### config.mk
export PLATFORM = sky130hd
export DESIGN_NAME = stack_alu_ops_flat
export DESIGN_NICKNAME = d
export VERILOG_FILES = /design/src/rtl/core/sao_pkg.sv /design/src/rtl/core/sao_cmd_if.sv /design/src/rtl/core/sao_rsp_if.sv /design/src/rtl/core/sao_ram.sv /design/src/rtl/core/sao_div.sv /design/src/rtl/core/sao_ctrl.sv /design/src/rtl/core/sao_dpath.sv /design/src/rtl/core/stack_alu_ops.sv /design/src/flat_wrapper.sv
export VERILOG_INCLUDE_DIRS = /design/src /design/src/rtl/core
export SDC_FILE = /design/constraint.sdc
export NUM_CORES = 2
export LEC_CHECK = 0
export BUFFER_PORTS_ARGS = -buffer_cell sky130_fd_sc_hd__buf_2
export CAP_MARGIN = 0
export CELL_PAD_IN_SITES_DETAIL_PLACEMENT = 0
export CELL_PAD_IN_SITES_GLOBAL_PLACEMENT = 1
export CORE_UTILIZATION = 47
export DETAILED_ROUTE_END_ITERATION = 7
export GPL_TIMING_DRIVEN = 1
export HOLD_SLACK_MARGIN = 0.15
export PLACE_DENSITY_LB_ADDON = 0.1
export SYNTH_ARGS = -nofsm -noshare
export SYNTH_HDL_FRONTEND = slang
export SYNTH_SLANG_ARGS = --single-unit
### constraint.sdc
create_clock -name clk -period 19.5 [get_ports clk]
set_input_delay 3.9 -clock clk [delete_from_list [all_inputs] [get_ports clk]]
set_output_delay 3.9 -clock clk [all_outputs]
set_load 0.03 [all_outputs]
### src/rtl/core/stack_alu_ops_defines.svh
// Assertion macros used by the stack ALU datapath.
`ifndef STACK_ALU_OPS_DEFINES_SVH
`define STACK_ALU_OPS_DEFINES_SVH

// The consequent must hold in the same cycle as the antecedent.
`define SAO_ASSERT_NOW(label, clk, rst_n, ante, cons, msg) \
	label: assert property (@(posedge clk) disable iff (!rst_n) (ante) |-> (cons)) \
		else $error(msg);

// The consequent must hold in the cycle after the antecedent.
`define SAO_ASSERT_NEXT(label, clk, rst_n, ante, cons, msg) \
	label: assert property (@(posedge clk) disable iff (!rst_n) (ante) |=> (cons)) \
		else $error(msg);

`endif

### src/rtl/core/sao_pkg.sv
package sao_pkg;

	localparam int unsigned STACK_DEPTH_DEF = 64;
	localparam int unsigned WORD_W = 32;
	localparam int unsigned OPCODE_W = 3;
	localparam int unsigned STATUS_W = 2;
	localparam int unsigned DEPTH_W = 7;

	localparam logic [OPCODE_W-1:0] OP_NOP = 3'd0;
	localparam logic [OPCODE_W-1:0] OP_SWAP = 3'd1;
	localparam logic [OPCODE_W-1:0] OP_ADD = 3'd2;
	localparam logic [OPCODE_W-1:0] OP_SUB = 3'd3;
	localparam logic [OPCODE_W-1:0] OP_DIV = 3'd4;
	localparam logic [OPCODE_W-1:0] OP_PUSH = 3'd5;

	localparam logic [STATUS_W-1:0] ST_OK = 2'd0;
	localparam logic [STATUS_W-1:0] ST_UNDER = 2'd1;
	localparam logic [STATUS_W-1:0] ST_DIVZERO = 2'd2;
	localparam logic [STATUS_W-1:0] ST_OVER = 2'd3;

	typedef enum logic [2:0] {
		WR_NONE,
		WR_PUSH,
		WR_RES,
		WR_SWAP_TOP,
		WR_SWAP_SEC
	} wr_kind_t;

	typedef struct packed {
		logic latch_in;
		logic mem_rd;
		logic cap_sec;
		logic div_start;
		wr_kind_t wr;
		logic out_load;
		logic [STATUS_W-1:0] status;
	} sao_ctl_t;

	typedef struct packed {
		logic [OPCODE_W-1:0] opcode;
		logic lt2;
		logic full;
		logic top_zero;
		logic div_done;
	} sao_sts_t;

endpackage

### src/rtl/core/sao_cmd_if.sv
interface sao_cmd_if;
	import sao_pkg::*;

	logic valid;
	logic ready;
	logic [OPCODE_W-1:0] opcode;
	logic signed [WORD_W-1:0] push_value;

	modport source (output valid, output opcode, output push_value, input ready);
	modport sink (input valid, input opcode, input push_value, output ready);
endinterface

### src/rtl/core/sao_rsp_if.sv
interface sao_rsp_if;
	import sao_pkg::*;

	logic valid;
	logic ready;
	logic [STATUS_W-1:0] status;
	logic signed [WORD_W-1:0] top_value;
	logic [DEPTH_W-1:0] stack_depth;

	modport source (output valid, output status, output top_value, output stack_depth,
		input ready);
	modport sink (input valid, input status, input top_value, input stack_depth,
		output ready);
endinterface

### src/rtl/core/sao_ram.sv
module sao_ram #(
	parameter int unsigned WIDTH = 32,
	parameter int unsigned DEPTH = 64,
	localparam int unsigned AW = (DEPTH > 1) ? $clog2(DEPTH) : 1
) (
	input logic clk,
	input logic we,
	input logic [AW-1:0] waddr,
	input logic [WIDTH-1:0] wdata,
	input logic re,
	input logic [AW-1:0] raddr,
	output logic [WIDTH-1:0] rdata
);
	logic [WIDTH-1:0] mem_q [DEPTH];
	logic [WIDTH-1:0] rdata_q;

	always_ff @(posedge clk) begin
		if (we) begin
			mem_q[waddr] <= wdata;
		end
		if (re) begin
			rdata_q <= mem_q[raddr];
		end
	end

	assign rdata = rdata_q;
endmodule

### src/rtl/core/sao_div.sv
module sao_div (
	input logic clk,
	input logic arst_n,
	input logic start,
	input logic [sao_pkg::WORD_W-1:0] dividend,
	input logic [sao_pkg::WORD_W-1:0] divisor,
	output logic done,
	output logic [sao_pkg::WORD_W-1:0] quotient
);
	import sao_pkg::*;

	localparam int unsigned CNT_W = $clog2(WORD_W);

	logic busy_q;
	logic done_q;
	logic [CNT_W-1:0] cnt_q;
	logic [WORD_W-1:0] rem_q;
	logic [WORD_W-1:0] quo_q;
	logic [WORD_W-1:0] den_q;
	logic neg_q;

	logic [WORD_W-1:0] mag_a;
	logic [WORD_W-1:0] mag_b;
	logic [WORD_W-1:0] rem_sh;
	logic ge;
	logic [WORD_W-1:0] rem_nx;

	assign mag_a = dividend[WORD_W-1] ? (~dividend + 1'b1) : dividend;
	assign mag_b = divisor[WORD_W-1] ? (~divisor + 1'b1) : divisor;
	assign rem_sh = {rem_q[WORD_W-2:0], quo_q[WORD_W-1]};
	assign ge = (rem_sh >= den_q);
	assign rem_nx = ge ? (rem_sh - den_q) : rem_sh;

	always_ff @(posedge clk or negedge arst_n) begin
		if (!arst_n) begin
			busy_q <= 1'b0;
			done_q <= 1'b0;
			cnt_q <= '0;
		end else begin
			done_q <= 1'b0;
			if (start) begin
				busy_q <= 1'b1;
				cnt_q <= '0;
			end else if (busy_q) begin
				cnt_q <= cnt_q + 1'b1;
				if (cnt_q == CNT_W'(WORD_W - 1)) begin
					busy_q <= 1'b0;
					done_q <= 1'b1;
				end
			end
		end
	end

	always_ff @(posedge clk) begin
		if (start) begin
			rem_q <= '0;
			quo_q <= mag_a;
			den_q <= mag_b;
			neg_q <= dividend[WORD_W-1] ^ divisor[WORD_W-1];
		end else if (busy_q) begin
			rem_q <= rem_nx;
			quo_q <= {quo_q[WORD_W-2:0], ge};
		end
	end

	assign done = done_q;
	assign quotient = neg_q ? (~quo_q + 1'b1) : quo_q;
endmodule

### src/rtl/core/sao_ctrl.sv
module sao_ctrl (
	input logic clk,
	input logic arst_n,
	input logic cmd_valid,
	output logic cmd_ready,
	output logic rsp_valid,
	input logic rsp_ready,
	input sao_pkg::sao_sts_t sts,
	output sao_pkg::sao_ctl_t ctl
);
	import sao_pkg::*;

	typedef enum logic [3:0] {
		S_IDLE,
		S_DECODE,
		S_RD,
		S_RD_WAIT,
		S_DIV_START,
		S_DIV_RUN,
		S_WR_RES,
		S_SWAP_A,
		S_SWAP_B,
		S_DONE
	} state_t;

	state_t state_q;
	logic [STATUS_W-1:0] status_q;
	logic rsp_valid_q;

	always_ff @(posedge clk or negedge arst_n) begin
		if (!arst_n) begin
			state_q <= S_IDLE;
			status_q <= ST_OK;
			rsp_valid_q <= 1'b0;
		end else begin
			if (ctl.out_load) begin
				rsp_valid_q <= 1'b1;
			end else if (rsp_ready) begin
				rsp_valid_q <= 1'b0;
			end
			unique case (state_q)
				S_IDLE: begin
					if (cmd_valid) begin
						state_q <= S_DECODE;
					end
				end
				S_DECODE: begin
					unique case (sts.opcode) inside
						OP_PUSH: begin
							status_q <= sts.full ? ST_OVER : ST_OK;
							state_q <= S_DONE;
						end
						OP_SWAP, OP_ADD, OP_SUB, OP_DIV: begin
							if (sts.lt2) begin
								status_q <= ST_UNDER;
								state_q <= S_DONE;
							end else if (sts.opcode == OP_DIV && sts.top_zero) begin
								status_q <= ST_DIVZERO;
								state_q <= S_DONE;
							end else begin
								status_q <= ST_OK;
								state_q <= S_RD;
							end
						end
						OP_NOP: begin
							status_q <= ST_OK;
							state_q <= S_DONE;
						end
						default: begin
							status_q <= ST_OK;
							state_q <= S_DONE;
						end
					endcase
				end
				S_RD: state_q <= S_RD_WAIT;
				S_RD_WAIT: begin
					if (sts.opcode == OP_SWAP) begin
						state_q <= S_SWAP_A;
					end else if (sts.opcode == OP_DIV) begin
						state_q <= S_DIV_START;
					end else begin
						state_q <= S_WR_RES;
					end
				end
				S_DIV_START: state_q <= S_DIV_RUN;
				S_DIV_RUN: begin
					if (sts.div_done) begin
						state_q <= S_WR_RES;
					end
				end
				S_WR_RES: state_q <= S_DONE;
				S_SWAP_A: state_q <= S_SWAP_B;
				S_SWAP_B: state_q <= S_DONE;
				S_DONE: begin
					if (ctl.out_load) begin
						state_q <= S_IDLE;
					end
				end
				default: state_q <= S_IDLE;
			endcase
		end
	end

	always_comb begin
		ctl = '0;
		ctl.wr = WR_NONE;
		ctl.status = status_q;
		unique case (state_q)
			S_IDLE: ctl.latch_in = cmd_valid;
			S_DECODE: begin
				if (sts.opcode == OP_PUSH && !sts.full) begin
					ctl.wr = WR_PUSH;
				end
			end
			S_RD: ctl.mem_rd = 1'b1;
			S_RD_WAIT: ctl.cap_sec = 1'b1;
			S_DIV_START: ctl.div_start = 1'b1;
			S_WR_RES: ctl.wr = WR_RES;
			S_SWAP_A: ctl.wr = WR_SWAP_TOP;
			S_SWAP_B: ctl.wr = WR_SWAP_SEC;
			S_DONE: ctl.out_load = !rsp_valid_q || rsp_ready;
			default: ctl.wr = WR_NONE;
		endcase
	end

	assign cmd_ready = (state_q == S_IDLE);
	assign rsp_valid = rsp_valid_q;
endmodule

### src/rtl/core/sao_dpath.sv
`include "stack_alu_ops_defines.svh"

module sao_dpath #(
	parameter int unsigned STACK_DEPTH = sao_pkg::STACK_DEPTH_DEF
) (
	input logic clk,
	input logic arst_n,
	input sao_pkg::sao_ctl_t ctl,
	output sao_pkg::sao_sts_t sts,
	input logic [sao_pkg::OPCODE_W-1:0] cmd_opcode,
	input logic signed [sao_pkg::WORD_W-1:0] cmd_push_value,
	output logic [sao_pkg::STATUS_W-1:0] rsp_status,
	output logic signed [sao_pkg::WORD_W-1:0] rsp_top_value,
	output logic [sao_pkg::DEPTH_W-1:0] rsp_stack_depth
);
	import sao_pkg::*;

	localparam int unsigned CW = $clog2(STACK_DEPTH + 1);
	localparam int unsigned AW = $clog2(STACK_DEPTH);

	logic [OPCODE_W-1:0] op_q;
	logic [WORD_W-1:0] pv_q;
	logic [WORD_W-1:0] top_q;
	logic [WORD_W-1:0] sec_q;
	logic [CW-1:0] count_q;
	logic [STATUS_W-1:0] rsp_status_q;
	logic [WORD_W-1:0] rsp_top_q;
	logic [DEPTH_W-1:0] rsp_depth_q;

	logic [CW-1:0] cnt_m1;
	logic [CW-1:0] cnt_m2;
	logic [WORD_W-1:0] rd_data;
	logic [WORD_W-1:0] div_quo;
	logic div_done;
	logic [WORD_W-1:0] res;
	logic mem_we;
	logic [AW-1:0] mem_waddr;
	logic [WORD_W-1:0] mem_wdata;

	assign cnt_m1 = count_q - 1'b1;
	assign cnt_m2 = count_q - CW'(2);

	always_comb begin
		case (op_q)
			OP_ADD: res = sec_q + top_q;
			OP_SUB: res = sec_q - top_q;
			default: res = div_quo;
		endcase
	end

	always_comb begin
		mem_we = 1'b1;
		mem_waddr = cnt_m2[AW-1:0];
		mem_wdata = top_q;
		unique case (ctl.wr)
			WR_PUSH: begin
				mem_waddr = count_q[AW-1:0];
				mem_wdata = pv_q;
			end
			WR_RES: mem_wdata = res;
			WR_SWAP_TOP: begin
				mem_waddr = cnt_m1[AW-1:0];
				mem_wdata = sec_q;
			end
			WR_SWAP_SEC: mem_wdata = top_q;
			default: mem_we = 1'b0;
		endcase
	end

	sao_ram #(
		.WIDTH(WORD_W),
		.DEPTH(STACK_DEPTH)
	) u_ram (
		.clk(clk),
		.we(mem_we),
		.waddr(mem_waddr),
		.wdata(mem_wdata),
		.re(ctl.mem_rd),
		.raddr(cnt_m2[AW-1:0]),
		.rdata(rd_data)
	);

	sao_div u_div (
		.clk(clk),
		.arst_n(arst_n),
		.start(ctl.div_start),
		.dividend(sec_q),
		.divisor(top_q),
		.done(div_done),
		.quotient(div_quo)
	);

	always_ff @(posedge clk or negedge arst_n) begin
		if (!arst_n) begin
			count_q <= '0;
		end else begin
			if (ctl.wr == WR_PUSH) begin
				count_q <= count_q + 1'b1;
			end else if (ctl.wr == WR_RES) begin
				count_q <= cnt_m1;
			end
		end
	end

	always_ff @(posedge clk) begin
		if (ctl.latch_in) begin
			op_q <= cmd_opcode;
			pv_q <= cmd_push_value;
		end
		if (ctl.cap_sec) begin
			sec_q <= rd_data;
		end
		case (ctl.wr)
			WR_PUSH: top_q <= pv_q;
			WR_RES: top_q <= res;
			WR_SWAP_SEC: top_q <= sec_q;
			default: top_q <= top_q;
		endcase
		if (ctl.out_load) begin
			rsp_status_q <= ctl.status;
			rsp_top_q <= (count_q != '0) ? top_q : '0;
			rsp_depth_q <= DEPTH_W'(count_q);
		end
	end

	assign sts.opcode = op_q;
	assign sts.lt2 = (count_q < CW'(2));
	assign sts.full = (count_q == CW'(STACK_DEPTH));
	assign sts.top_zero = (top_q == '0);
	assign sts.div_done = div_done;

	assign rsp_status = rsp_status_q;
	assign rsp_top_value = rsp_top_q;
	assign rsp_stack_depth = rsp_depth_q;

	`SAO_ASSERT_NOW(a_push_not_full, clk, arst_n, ctl.wr == WR_PUSH, !sts.full, "push on full stack")
	`SAO_ASSERT_NOW(a_two_entries, clk, arst_n, ctl.wr == WR_RES || ctl.wr == WR_SWAP_TOP, count_q >= CW'(2), "pop or swap with fewer than two entries")
	`SAO_ASSERT_NOW(a_div_nonzero, clk, arst_n, ctl.div_start, top_q != '0, "division started with zero divisor")
	`SAO_ASSERT_NOW(a_count_bound, clk, arst_n, 1'b1, count_q <= CW'(STACK_DEPTH), "entry count above stack depth")
	`SAO_ASSERT_NEXT(a_push_count, clk, arst_n, ctl.wr == WR_PUSH, count_q == ($past(count_q) + 1'b1), "push did not grow the stack by one")
endmodule

### src/rtl/core/stack_alu_ops.sv
// Stack-machine execution unit with a bounded stack of signed 32-bit words.
// The cmd channel carries one opcode per transaction: nop, swap, add, sub,
// div or push, with push_value used only by push. The rsp channel returns
// exactly one transaction per command: a status code, the top of the stack
// (zero when empty) and the number of entries after the command.
// Commands are handled one at a time. Nop, push and all error cases go
// from decode straight to the response. Swap, add, sub and div first read
// the second entry; add and sub then write the result, swap writes both
// entries back, and div runs the radix-2 divider, which retires one
// quotient bit per cycle, before it writes the quotient. Stack memory reads
// are registered, so each command that needs the second entry waits for the
// read data. A new command can be accepted once the response is offered.
// The response sits in an output register, so a new command is accepted
// while an earlier response still waits; if the receiver stalls, the next
// command completes and then holds until the pending response is taken.
// An asynchronous reset empties the stack and drops any pending response.
// On an error status the stack is left as it was.
module stack_alu_ops #(
	parameter int unsigned STACK_DEPTH = sao_pkg::STACK_DEPTH_DEF
) (
	input logic clk,
	input logic arst_n,
	sao_cmd_if.sink cmd,
	sao_rsp_if.source rsp
);
	import sao_pkg::*;

	sao_ctl_t ctl;
	sao_sts_t sts;

	sao_ctrl u_ctrl (
		.clk(clk),
		.arst_n(arst_n),
		.cmd_valid(cmd.valid),
		.cmd_ready(cmd.ready),
		.rsp_valid(rsp.valid),
		.rsp_ready(rsp.ready),
		.sts(sts),
		.ctl(ctl)
	);

	sao_dpath #(
		.STACK_DEPTH(STACK_DEPTH)
	) u_dpath (
		.clk(clk),
		.arst_n(arst_n),
		.ctl(ctl),
		.sts(sts),
		.cmd_opcode(cmd.opcode),
		.cmd_push_value(cmd.push_value),
		.rsp_status(rsp.status),
		.rsp_top_value(rsp.top_value),
		.rsp_stack_depth(rsp.stack_depth)
	);
endmodule
### src/flat_wrapper.sv
// flat-port wrapper written by rule: the top's interface ports become plain ports
module stack_alu_ops_flat import sao_pkg::*;
#(
	parameter int unsigned STACK_DEPTH = sao_pkg::STACK_DEPTH_DEF
)
  (clk, arst_n, cmd_valid, cmd_opcode, cmd_push_value, cmd_ready, rsp_valid, rsp_status, rsp_top_value, rsp_stack_depth, rsp_ready);
  sao_cmd_if cmd_i ();
  sao_rsp_if rsp_i ();
  input logic clk;
  input logic arst_n;
  input wire logic [$bits(cmd_i.valid)-1:0] cmd_valid;
  input wire logic [$bits(cmd_i.opcode)-1:0] cmd_opcode;
  input wire logic [$bits(cmd_i.push_value)-1:0] cmd_push_value;
  output wire logic [$bits(cmd_i.ready)-1:0] cmd_ready;
  output wire logic [$bits(rsp_i.valid)-1:0] rsp_valid;
  output wire logic [$bits(rsp_i.status)-1:0] rsp_status;
  output wire logic [$bits(rsp_i.top_value)-1:0] rsp_top_value;
  output wire logic [$bits(rsp_i.stack_depth)-1:0] rsp_stack_depth;
  input wire logic [$bits(rsp_i.ready)-1:0] rsp_ready;
  assign cmd_i.valid = cmd_valid;
  assign cmd_i.opcode = cmd_opcode;
  assign cmd_i.push_value = cmd_push_value;
  assign cmd_ready = cmd_i.ready;
  assign rsp_valid = rsp_i.valid;
  assign rsp_status = rsp_i.status;
  assign rsp_top_value = rsp_i.top_value;
  assign rsp_stack_depth = rsp_i.stack_depth;
  assign rsp_i.ready = rsp_ready;
  stack_alu_ops #(.STACK_DEPTH(STACK_DEPTH)) u_core (.clk(clk), .arst_n(arst_n), .cmd(cmd_i), .rsp(rsp_i));
endmodule
==> summary.txt <==
Die Wd: 452 um
CP arrival: 7.00 ns
largest area contributor in the netlist: edfxtp_1
global-route wire length before repair: 370000 um
status: complete, no violations
Die Area: 0.204 mm2
Warnings, synthesis: 0
total CTS buffers: 236
FF+latch area: 0.0698 mm2
Yosys cell types: 76
pin count of the biggest net entering global routing: 103
Final Setup Violations: 0
Synth-to-Final Area Change: 13.2%
H-Tree Depth: 4
antenna violations before repair: 29
Async S/R FF share, synth: 0.899%
Worst-path clk slew: 0.06 ns
Cells after Synth: 4813
post-layout util: 53.7%
worst setup margin: 13.17 ns
number of I/O pins: 82
Multi-input gate area: 0.0249 mm2
final setup TNS: 0 ns
Worst setup EP type: flip-flop
share of layout cells above drive strength 1: 25.9%
Leakage: 34.4 nW
clock skew: 0.0589 ns
Global Route met1 Usage: 38.0%
GR Util met2: 39.9%
Post-CTS Setup Bufs: 0
DRT antenna net count: 0
clock root cell: clkbuf_16
post-synthesis sequential area ratio: 73.4%
Post-synth EDFFs: 2285
Synth Flop Type: edfxtp_1
routability cong.: 0.864
worst-skew pair later-pin latency: 0.89 ns
dpl hpwl: 155000 um
Avg WL per Cell: 33.0 um
hold_buf cts: 0
Pwr Density: 168 mW/mm2
post-synth net total: 4927
DRT Pass-1 Iters: 6
top cells by area, synth: edfxtp_1 (72%), mux4_2 (16%), nand2_1 (0.98%), ha_1 (0.96%), xor2_1 (0.86%)
core area: 0.200 mm2
Startpoint Class: flip-flop
# rows: 164
Hold Violations, Final: 0
critical path required time: 20.16 ns
die height: 452 um
maximum capacitance violations: 0
vias post-DR: 48800
Period minus WS final: 6.33 ns
Yosys top cell area share: 72.2%
Worst VDD drop: 0.000151 V
busiest grt layer: met2
fmax: 158 MHz
RSZ-0062 raised after global routing: no
Starting Density: 47.5%
DR vias/cell: 6.20
synthesized cell area: 0.0951 mm2
CTS tree: built
Slew HR: 9.95%
period utilization: 32.5%
Synth Register Bits: 2337
clk sinks: 2337
First DRT Iteration DRCs: 6018
critical path type: reg -> reg
final WL: 260000 um
CTS max path bufs: 3
GRT met3 Usage: 3.91%
vias in the first global route: 48400
actual slew at the worst max-slew pin: 1.35 ns
NumNets Final: 5122
DP Worst Slack: 13.17 ns
# fillers: 15600
Total Routing Usage GR: 25.7%
HP Class: reg -> reg
post-CTS sizing: 0
Remaining DRCs: 0
I/O Buffers: 81
CP Max Fanout: 33
Slew Limit Fails: 0
Avg Cell Area, Syn: 19.8 um2
gr ovfl total: 0
==> final timing paths <==
kind                                                     startpoint                                           to  slack, ns  cells after the start
max reg2reg                        u_core.u_dpath.op_q[2]$_DFFE_PP_  u_core.u_dpath.u_ram.mem_q[2][19]$_DFFE_PP_      13.17                     17
min reg2reg                u_core.u_dpath.u_ram.rdata[14]$_DFFE_PP_           u_core.u_dpath.sec_q[14]$_DFFE_PP_       0.41                      0
min                        u_core.u_dpath.u_ram.rdata[14]$_DFFE_PP_           u_core.u_dpath.sec_q[14]$_DFFE_PP_       0.41                      0
max in group asynchronous                                    arst_n        u_core.u_dpath.count_q[0]$_DFFE_PN0P_      15.94                      1
max                                u_core.u_dpath.op_q[2]$_DFFE_PP_  u_core.u_dpath.u_ram.mem_q[2][19]$_DFFE_PP_      13.17                     17
min in group asynchronous                                    arst_n          u_core.u_ctrl.rsp_valid$_DFFE_PN0P_       3.03                      1
==> synthesized netlist by cell type, types with 27 or more instances <==
| library cell | count |
|---|---|
| o21ai_0 | 143 |
| mux4_2 | 661 |
| xor2_1 | 93 |
| buf_1 | 68 |
| ha_1 | 73 |
| xnor2_1 | 88 |
| nand2_1 | 249 |
| a21oi_1 | 126 |
| inv_1 | 57 |
| nand3_1 | 81 |
| edfxtp_1 | 2285 |
| and2_1 | 45 |
| nor3_1 | 27 |
| a21o_1 | 28 |
| dfxtp_1 | 31 |
| clkbuf_1 | 187 |
| o31ai_1 | 30 |
| nor2_1 | 188 |
==> state kept, by name (all words and copies together) (netlist names), 3 cells and up <==
name and flops:
u_core.u_dpath.u_ram.mem_q 2048, u_core.u_dpath.pv_q 32, u_core.u_dpath.rsp_top_value 32, u_core.u_dpath.sec_q 32, u_core.u_dpath.top_q 32, u_core.u_dpath.u_div.den_q 32, u_core.u_dpath.u_div.quo_q 32, u_core.u_dpath.u_ram.rdata 32
u_core.u_dpath.u_div.rem_q 31, u_core.u_dpath.count_q 7, u_core.u_dpath.rsp_stack_depth 7, u_core.u_dpath.u_div.cnt_q 5, u_core.u_ctrl.state_q 4, u_core.u_dpath.op_q 3
==> report_power, final <==
part	switching, mW	internal [mW]
Sequential	0.301	6.51
Clock	1.96	2.64
Combinational	4.19	2.45
==> per-stage QoR <==
step                      power, mW  cells  instance area, um2  hold WS, ns
after floorplan                10.9   4813               95100        0.400
after global placement         13.6   7426               99700        0.402
after detailed placement       13.6   7426               99700        0.405
after CTS                      18.2   7865              108000        0.419
after global routing           18.7   7866              108000        0.424
final                          18.1   7869              108000        0.413
==> routing by layer <==
layer  up-vias  routed length [um]  part of all wire [%]
met5         -                  27                 0.010
met4         4                6950                   2.7
met3       363               18800                   7.2
met2      2008              122000                    47
met1     26200              111000                    43
li1      20300                   -                     -
==> worst max-delay path, cell delays in order, from the launching register on <==
cell      delay, ns
edfxtp_1       0.45
nor2b_1        0.13
buf_4          0.25
nand2_1        0.57
o21ai_0        0.51
inv_1          0.08
ha_1           0.27
nor2b_1        0.13
o31a_1         0.26
o21ai_0        0.26
a31oi_1        0.23
a31oi_1        0.52
o21bai_1       0.19
a221oi_1       0.34
xnor2_1        0.16
a22oi_1        0.15
a21oi_4        1.06
buf_4          0.50
==> cells in the final DEF (no fill, tap or decap), types with 12 or more instances in the layout <==
| master | Yosys | routed |
|---|---|---|
| or3_1 | 23 | 22 |
| buf_2 | 8 | 81 |
| inv_1 | 57 | 56 |
| a21oi_1 | 126 | 119 |
| o22ai_1 | 13 | 13 |
| o21ai_0 | 143 | 138 |
| clkinv_2 | 0 | 46 |
| nor2b_1 | 22 | 22 |
| dfrtp_1 | 21 | 18 |
| nand4_1 | 12 | 12 |
| nor2_4 | 0 | 64 |
| clkbuf_16 | 0 | 237 |
| nor2_1 | 188 | 122 |
| edfxtp_1 | 2285 | 2285 |
| nand2b_1 | 21 | 21 |
| a222oi_1 | 20 | 20 |
| xor2_1 | 93 | 91 |
| ha_1 | 73 | 72 |
| xnor2_1 | 88 | 86 |
| a21o_1 | 28 | 28 |
| mux4_2 | 661 | 661 |
| o31ai_1 | 30 | 30 |
| nor3_1 | 27 | 26 |
| clkbuf_1 | 187 | 59 |
| a211oi_1 | 23 | 21 |
| and3_1 | 14 | 14 |
| buf_4 | 0 | 137 |
| or4_1 | 15 | 15 |
| nand2_1 | 249 | 230 |
| and2_1 | 45 | 44 |
| clkinv_1 | 0 | 40 |
| o41ai_1 | 13 | 13 |
| nand3_1 | 81 | 81 |
| nand2_4 | 0 | 13 |
| a22oi_1 | 18 | 18 |
| dfxtp_1 | 31 | 31 |
| bufinv_16 | 0 | 29 |
| o211ai_1 | 12 | 12 |
| a31oi_1 | 21 | 21 |
==> cell type report <==
class                   instances  area share, %
flip-flops and latches       2337           64.8
multi-input cells            2155           23.2
clock buffers                 298           5.74
well taps                    2656           3.09
clock inverters               141           1.56
repair buffers                221           1.39
inverters                      57          0.199
diodes                          4        0.00930
==> cell families after synthesis <==
group                      Yosys count  synth area share [%]
adders and majority gates           75                  1.00
DFF                               2337                  73.4
AOI/OAI and AO/OA                  499                  3.32
and+or+nand+nor                    729                  3.57
buffers and inverters              321                  1.28
muxes                              671                  15.8
xor gates and xnor gates           181                  1.67
No activity file was read; power rests on OpenSTA's default activity.
